`config.mk`:
```
export PLATFORM = sky130hd
export DESIGN_NAME = sha256_hash_engine_core
export DESIGN_NICKNAME = d
export VERILOG_FILES = /design/src/rtl/sha256_pkg.sv /design/src/rtl/sha256_hash_engine_core.sv
export SDC_FILE = /design/constraint.sdc
export NUM_CORES = 2
export LEC_CHECK = 0
export ABC_AREA = 0
export BUFFER_PORTS_ARGS = -buffer_cell sky130_fd_sc_hd__clkbuf_2
export CORE_UTILIZATION = 35
export DETAILED_ROUTE_END_ITERATION = 8
export PLACE_DENSITY = 0.53
export SKIP_LAST_GASP = 1
export SLEW_MARGIN = 20
export SYNTH_ARGS = -nofsm -noshare
export SYNTH_HDL_FRONTEND = slang
export SYNTH_SLANG_ARGS = --single-unit
```
`constraint.sdc`:
```
create_clock -name i_clk -period 11.59 [get_ports i_clk]
set_clock_uncertainty 0.2 [all_clocks]
set_input_delay 1.7385 -clock i_clk [delete_from_list [all_inputs] [get_ports i_clk]]
set_output_delay 1.7385 -clock i_clk [all_outputs]
set_load 0.01 [all_outputs]
```
`src/rtl/sha256_pkg.sv`:
```
// Package with SHA-256 constants and the sequencer state type.
`default_nettype none
package sha256_pkg;

    // Input word kinds.
    localparam logic [1:0] KIND_DATA    = 2'd0;
    localparam logic [1:0] KIND_DIGEST  = 2'd1;
    localparam logic [1:0] KIND_RESTART = 2'd2;

    // Initial hash values.
    localparam logic [31:0] SHA_INIT [0:7] = '{
        32'h6a09e667, 32'hbb67ae85, 32'h3c6ef372, 32'ha54ff53a,
        32'h510e527f, 32'h9b05688c, 32'h1f83d9ab, 32'h5be0cd19
    };

    // Round constants.
    localparam logic [31:0] SHA_K [0:63] = '{
        32'h428a2f98, 32'h71374491, 32'hb5c0fbcf, 32'he9b5dba5,
        32'h3956c25b, 32'h59f111f1, 32'h923f82a4, 32'hab1c5ed5,
        32'hd807aa98, 32'h12835b01, 32'h243185be, 32'h550c7dc3,
        32'h72be5d74, 32'h80deb1fe, 32'h9bdc06a7, 32'hc19bf174,
        32'he49b69c1, 32'hefbe4786, 32'h0fc19dc6, 32'h240ca1cc,
        32'h2de92c6f, 32'h4a7484aa, 32'h5cb0a9dc, 32'h76f988da,
        32'h983e5152, 32'ha831c66d, 32'hb00327c8, 32'hbf597fc7,
        32'hc6e00bf3, 32'hd5a79147, 32'h06ca6351, 32'h14292967,
        32'h27b70a85, 32'h2e1b2138, 32'h4d2c6dfc, 32'h53380d13,
        32'h650a7354, 32'h766a0abb, 32'h81c2c92e, 32'h92722c85,
        32'ha2bfe8a1, 32'ha81a664b, 32'hc24b8b70, 32'hc76c51a3,
        32'hd192e819, 32'hd6990624, 32'hf40e3585, 32'h106aa070,
        32'h19a4c116, 32'h1e376c08, 32'h2748774c, 32'h34b0bcb5,
        32'h391c0cb3, 32'h4ed8aa4a, 32'h5b9cca4f, 32'h682e6ff3,
        32'h748f82ee, 32'h78a5636f, 32'h84c87814, 32'h8cc70208,
        32'h90befffa, 32'ha4506ceb, 32'hbef9a3f7, 32'hc67178f2
    };

    // Sequencer states, one-hot.
    typedef enum logic [4:0] {
        S_IDLE  = 5'b00001,
        S_LOAD  = 5'b00010,
        S_ROUND = 5'b00100,
        S_FINAL = 5'b01000,
        S_EMIT  = 5'b10000
    } t_state;

endpackage
`default_nettype wire

```
`src/rtl/sha256_hash_engine_core.sv`:
```
// Byte-stream SHA-256 engine with one shared round unit under a small sequencer.
// A data word is buffered; one that completes a 64-byte block is compressed
// (one load, 64 rounds at one round per cycle in the round unit, one chain add).
// A digest request runs one or two compressions of the padded tail, then emits
// eight output words. A restart reloads the initial hash values and clears the
// counts. Synchronous active-low reset does the same; no clearing pass is needed.
`default_nettype none
module sha256_hash_engine_core
    import sha256_pkg::*;
(
    input  wire logic        i_clk,
    input  wire logic        i_rst_n,
    input  wire logic        i_valid,
    output logic             o_stall,
    input  wire logic [1:0]  i_kind,
    input  wire logic [7:0]  i_data_byte,
    output logic             o_valid,
    input  wire logic        i_stall,
    output logic [31:0]      o_digest_word,
    output logic [2:0]       o_word_index,
    output logic             o_last
);

    t_state       r_state;
    t_state       n_state;
    logic [31:0]  r_chain [0:7];
    logic [31:0]  r_fin   [0:7];
    logic [31:0]  r_wv    [0:7];
    logic [31:0]  r_w     [0:15];
    logic [31:0]  r_buf   [0:15];
    logic [5:0]   r_fill;
    logic [63:0]  r_bytes;
    logic [5:0]   r_rnd;
    logic [2:0]   r_idx;
    logic         r_dig;
    logic         r_two;

    logic         in_acc;
    logic         out_acc;
    logic [63:0]  len_bits;
    logic [31:0]  pad1 [0:15];
    logic [31:0]  pad2 [0:15];
    logic [31:0]  sum  [0:7];
    logic [31:0]  t1;
    logic [31:0]  t2;
    logic [31:0]  w_new;

    function automatic logic [31:0] rotr(input logic [31:0] v, input int n);
        return (v >> n) | (v << (32 - n));
    endfunction

    assign in_acc   = i_valid && !o_stall;
    assign out_acc  = o_valid && !i_stall;
    assign o_stall  = (r_state != S_IDLE);
    assign len_bits = {r_bytes[60:0], 3'b000};

    // Output words come straight from the final chain registers.
    assign o_valid       = (r_state == S_EMIT);
    assign o_digest_word = r_fin[r_idx];
    assign o_word_index  = r_idx;
    assign o_last        = (r_idx == 3'd7);

    // Padded tail blocks built from the pending bytes.
    always_comb begin
        logic [5:0] j;
        logic [7:0] b;
        for (int k = 0; k < 16; k++) begin
            for (int m = 0; m < 4; m++) begin
                j = 6'(k * 4 + m);
                if (j < r_fill) begin
                    b = r_buf[k][31 - 8 * m -: 8];
                end else if (j == r_fill) begin
                    b = 8'h80;
                end else begin
                    b = 8'h00;
                end
                pad1[k][31 - 8 * m -: 8] = b;
            end
            pad2[k] = 32'h0;
        end
        if (!r_two) begin
            pad1[14] = len_bits[63:32];
            pad1[15] = len_bits[31:0];
        end
        pad2[14] = len_bits[63:32];
        pad2[15] = len_bits[31:0];
    end

    // Shared round unit and message schedule step.
    always_comb begin
        t1 = (rotr(r_wv[4], 6) ^ rotr(r_wv[4], 11) ^ rotr(r_wv[4], 25))
           + ((r_wv[4] & r_wv[5]) ^ (~r_wv[4] & r_wv[6]))
           + r_wv[7] + SHA_K[r_rnd] + r_w[0];
        t2 = (rotr(r_wv[0], 2) ^ rotr(r_wv[0], 13) ^ rotr(r_wv[0], 22))
           + ((r_wv[0] & r_wv[1]) ^ (r_wv[0] & r_wv[2]) ^ (r_wv[1] & r_wv[2]));
        w_new = (rotr(r_w[14], 17) ^ rotr(r_w[14], 19) ^ (r_w[14] >> 10))
              + r_w[9]
              + (rotr(r_w[1], 7) ^ rotr(r_w[1], 18) ^ (r_w[1] >> 3))
              + r_w[0];
        for (int j = 0; j < 8; j++) begin
            sum[j] = (r_dig ? r_fin[j] : r_chain[j]) + r_wv[j];
        end
    end

    // Sequencer next state.
    always_comb begin
        n_state = r_state;
        unique case (r_state)
            S_IDLE: begin
                if (in_acc && i_kind == KIND_DIGEST) begin
                    n_state = S_LOAD;
                end else if (in_acc && i_kind == KIND_DATA && r_fill == 6'd63) begin
                    n_state = S_LOAD;
                end
            end
            S_LOAD:  n_state = S_ROUND;
            S_ROUND: begin
                if (r_rnd == 6'd63) begin
                    n_state = S_FINAL;
                end
            end
            S_FINAL: begin
                if (!r_dig) begin
                    n_state = S_IDLE;
                end else if (r_two) begin
                    n_state = S_ROUND;
                end else begin
                    n_state = S_EMIT;
                end
            end
            S_EMIT: begin
                if (out_acc && r_idx == 3'd7) begin
                    n_state = S_IDLE;
                end
            end
            default: n_state = S_IDLE;
        endcase
    end

    // Control state.
    always_ff @(posedge i_clk) begin
        if (!i_rst_n) begin
            r_state <= S_IDLE;
            r_fill  <= 6'd0;
            r_bytes <= 64'd0;
            r_rnd   <= 6'd0;
            r_idx   <= 3'd0;
            r_dig   <= 1'b0;
            r_two   <= 1'b0;
            for (int j = 0; j < 8; j++) begin
                r_chain[j] <= SHA_INIT[j];
            end
        end else begin
            r_state <= n_state;
            if (r_state == S_IDLE && in_acc) begin
                case (i_kind)
                    KIND_DATA: begin
                        r_fill  <= r_fill + 6'd1;
                        r_bytes <= r_bytes + 64'd1;
                    end
                    KIND_DIGEST: begin
                        r_dig <= 1'b1;
                        r_two <= (r_fill >= 6'd56);
                    end
                    KIND_RESTART: begin
                        r_fill  <= 6'd0;
                        r_bytes <= 64'd0;
                        for (int j = 0; j < 8; j++) begin
                            r_chain[j] <= SHA_INIT[j];
                        end
                    end
                    default: ;
                endcase
            end
            if (r_state == S_LOAD) begin
                r_rnd <= 6'd0;
            end else if (r_state == S_ROUND) begin
                r_rnd <= r_rnd + 6'd1;
            end
            if (r_state == S_FINAL) begin
                r_idx <= 3'd0;
                if (!r_dig) begin
                    for (int j = 0; j < 8; j++) begin
                        r_chain[j] <= sum[j];
                    end
                end else if (r_two) begin
                    r_two <= 1'b0;
                    r_rnd <= 6'd0;
                end
            end
            if (out_acc) begin
                r_idx <= r_idx + 3'd1;
                if (r_idx == 3'd7) begin
                    r_dig <= 1'b0;
                end
            end
        end
    end

    // Block buffer, schedule window, working variables and final chain.
    always_ff @(posedge i_clk) begin
        if (r_state == S_IDLE && in_acc && i_kind == KIND_DATA) begin
            r_buf[r_fill[5:2]][31 - 8 * r_fill[1:0] -: 8] <= i_data_byte;
        end
        if (r_state == S_IDLE && in_acc && i_kind == KIND_DIGEST) begin
            for (int j = 0; j < 8; j++) begin
                r_fin[j] <= r_chain[j];
            end
        end
        unique case (r_state)
            S_LOAD: begin
                for (int k = 0; k < 16; k++) begin
                    r_w[k] <= r_dig ? pad1[k] : r_buf[k];
                end
                for (int j = 0; j < 8; j++) begin
                    r_wv[j] <= r_chain[j];
                end
            end
            S_ROUND: begin
                for (int k = 0; k < 15; k++) begin
                    r_w[k] <= r_w[k + 1];
                end
                r_w[15] <= w_new;
                for (int j = 1; j < 8; j++) begin
                    if (j != 4) begin
                        r_wv[j] <= r_wv[j - 1];
                    end
                end
                r_wv[4] <= r_wv[3] + t1;
                r_wv[0] <= t1 + t2;
            end
            S_FINAL: begin
                if (r_dig) begin
                    for (int j = 0; j < 8; j++) begin
                        r_fin[j] <= sum[j];
                        r_wv[j]  <= sum[j];
                    end
                    for (int k = 0; k < 16; k++) begin
                        r_w[k] <= pad2[k];
                    end
                end
            end
            default: ;
        endcase
    end

`ifndef SYNTHESIS
    // Digest words only appear during a digest.
    a_emit_in_digest: assert property (@(posedge i_clk) disable iff (!i_rst_n)
        o_valid |-> r_dig)
        else $error("digest word shown outside a digest");

    // The last round always hands over to the chain add.
    a_round_end: assert property (@(posedge i_clk) disable iff (!i_rst_n)
        (r_state == S_ROUND && r_rnd == 6'd63) |=> (r_state == S_FINAL))
        else $error("round count did not end the compression");

    // After the last digest word the output goes quiet.
    a_last_word: assert property (@(posedge i_clk) disable iff (!i_rst_n)
        (out_acc && o_last) |=> !o_valid)
        else $error("output still valid after the last digest word");

    // No new word is taken while the round unit is busy.
    a_busy_stall: assert property (@(posedge i_clk) disable iff (!i_rst_n)
        (r_state == S_ROUND) |-> o_stall)
        else $error("input taken during compression");
`endif

endmodule
`default_nettype wire

```
==> impl_metrics.ini <==
[run_status]
status = complete, no violations

[setup_path]
critPathMostFrequentCell = fa_1
timing.rr.start = r_rnd[1]$_SDFF_PN0_
reg2reg_slack_ns = 1.31
slowest_delay_ns = 0.84
crit_start = r_rnd[1]$_SDFF_PN0_
crit_arrival_ns = 10.67
cp_max_fo = 18
end_kind = flip-flop
startpoint_type = flip-flop
required_ns = 11.98
crit_slowest_cell = o41ai_1
path_class = flip-flop to flip-flop

[timing]
finalCritPeriodShare_pct = 88.7
period_minus_slack_ns = 10.28
setup_tns_ns = 0
tightestPinTransition_ns = 1.23
hold-worst-slack_ns = 0.244
hold_violations = 0
report.final.slew_viol_count = 0
max_freq_ghz = 0.0973
relSlewSlack_pct = 17.3
setup_viol = 0
grt_setup_unrepaired = false

[power_and_ir_drop]
irDropWorstVdd_v = 0.000314
power.density_mw_per_mm2 = 251
p_total_uw = 29400
p_leak_uw = 0.0411

[die]
rows = 200
coreArea_mm2 = 0.298
dieArea_mm2 = 0.302
fp.dieW_um = 550
io_pins = 52
start_util_pct = 35.3
die_h_um = 550

[clocking]
cts_tree = yes
cts_buffers = 213
clockBufferDepth = 4
clk_latency_ns = 0.96
htree_levels = 4
clk_pin_slew_ns = 0.06
clock-root-buffer = clkbuf_16
postCtsSetupBuffers = 0
cts-resized-gates = 0
numClockSinks = 1878
cts_hold_buf = 0

[drt]
wl_met2_mm = 181
viasPerCell = 5.84
routed.top_layer = met5
routedWlPerCell_um = 29.2
drc = 0
wl_met3_mm = 26.1
num_vias = 77100
drt-total-wl_mm = 385
first_pass_iters = 8
ant_nets = 0
drt-met1-wl_mm = 158
drtIter0Drc = 8248

[yosys]
synth_seq_cells = 1878
synth-seq-area-share_pct = 51.9
synth_most_common_cell = edfxtp_1
netlist_top_cells_count = edfxtp_1 (1,696), nand2_1 (951), nor2_1 (624)
syn_inst = 9150
synth_fp_nets = 9759
synth_cell_type_count = 106
synth_top_cell_by_area = edfxtp_1
synth_ff_type = edfxtp_1
synth_area_mm2 = 0.105
yosys-top-cells-area = edfxtp_1 (48%), ha_1 (4.8%), mux2_2 (3.8%)
synth-async-reset-ratio_pct = 0
synth_edf_count = 1696
synth.top_cell.area_share_pct = 48.5
yosysWarningCount = 0
avgSynthCellArea_um2 = 11.5

[grt]
overflow = 0
grtUsageTotal_pct = 24.8
grt_max_degree = 141
antenna_found_initial = 20
grt_pass1_vias = 75100
grt_first_pass_wirelength_mm = 546

[worst_hold_path]
min_from = r_w[1][85]$_DFFE_PP_
hold_path.class = flip-flop to flip-flop

[finish]
layout.nets = 9675
layout-drive-gt1-share_pct = 11.5
nFillCells = 28500
area_delta_synth_final_pct = 11.4

[place]
gp_congestion = 0.971
io_buffers = 51
hpwl_mm = 275

[flow_run]
max_cap_viol_count = 0
-- logic make-up (layout without fill, tap and decap cells) --
| group | Yosys count | in the layout | share of synthesized area (%) |
|---|---|---|---|
| other cells | 0 | 11 | 0 |
| buf+inv | 799 | 896 | 2.86 |
| simple gates | 2318 | 2318 | 9.92 |
| mux | 470 | 470 | 5.73 |
| xor+xnor | 636 | 636 | 5.33 |
| compound gates | 2425 | 2425 | 15.5 |
| flops | 1878 | 1878 | 51.9 |
| fa+ha+maj | 624 | 624 | 8.75 |
-- stage by stage --
stage,util (%),setup WS [ns],instances,instance area [um2]
3_5_place_dp,36.9,1.56,12800,110000
6_report,39.3,1.31,13200,117000
3_3_place_gp,36.9,1.57,12800,110000
2_1_floorplan,-,2.66,9150,105000
4_1_cts,39.3,1.49,13200,117000
5_1_grt,39.3,0.756,13200,117000
-- routing by layer --
| layer | vias up | track usage (%) |
|---|---|---|
| li1 | 34000 | - |
| met2 | 3311 | 41.1 |
| met3 | 729 | 3.44 |
| met4 | 8 | 11.5 |
| met1 | 39000 | 32.2 |
| met5 | - | 0 |
-- final cells by class --
cell class / instances / area, um2 / share of cell area, %
Sequential cell: 1878 / 54600 / 46.6
Clock buffer: 277 / 5800 / 4.96
Antenna cell: 11 / 27.5 / 0.0235
Clock inverter: 119 / 1350 / 1.15
Inverter: 294 / 1130 / 0.962
Timing Repair Buffer: 206 / 1530 / 1.31
Tap cell: 3939 / 4930 / 4.21
Multi-Input combinational cell: 6473 / 47700 / 40.8
-- state kept, by name (all words and copies together) (netlist names), named ones only --
register / flops
r_wv: 256
r_rnd: 6
r_state: 5
r_dig: 1
r_bytes: 61
r_chain: 256
o_word_index: 3
r_fin: 256
r_w: 512
r_buf: 512
r_two: 1
r_fill: 6
-- final timing paths --
check	end	cells after the start
setup / recovery	r_wv[0][30]$_DFFE_PP_	36
hold / removal	r_w[1][53]$_SDFFE_PP0N_	2
setup reg to reg	r_wv[0][30]$_DFFE_PP_	36
hold reg to reg	r_w[1][53]$_SDFFE_PP0N_	2
-- power breakdown --
group | internal, uW | switching [uW] | total, uW
clock network | 4130 | 2930 | 7060
logic | 5370 | 8320 | 13700
registers | 8100 | 560 | 8660
-- layout by cell type, fill, tap and decap left out, drive strengths merged, types with 76 or more instances in the layout --
cell type / n
edfxtp: 1696
nand2: 951
nor2: 626
o21ai: 590
a21oi: 568
xnor2: 448
ha: 400
mux2: 353
a22o: 350
clkbuf: 328
inv: 300
a21o: 200
fa: 195
xor2: 186
dfxtp: 182
buf: 155
a22oi: 128
nor3: 128
nand3: 127
nand2b: 96
and3: 95
clkinv: 76
-- worst max-delay path: cells and delay by family, from the launching register on --
kind                       cells  cell delay, ns
AOI/OAI and AO/OA             13            2.92
xor gates and xnor gates       1            0.41
adders and majority gates      8            3.39
buffers and inverters          5            0.68
DFF                            1            0.31
and+or+nand+nor                9            2.07
Power figures use the tool's default switching activity.
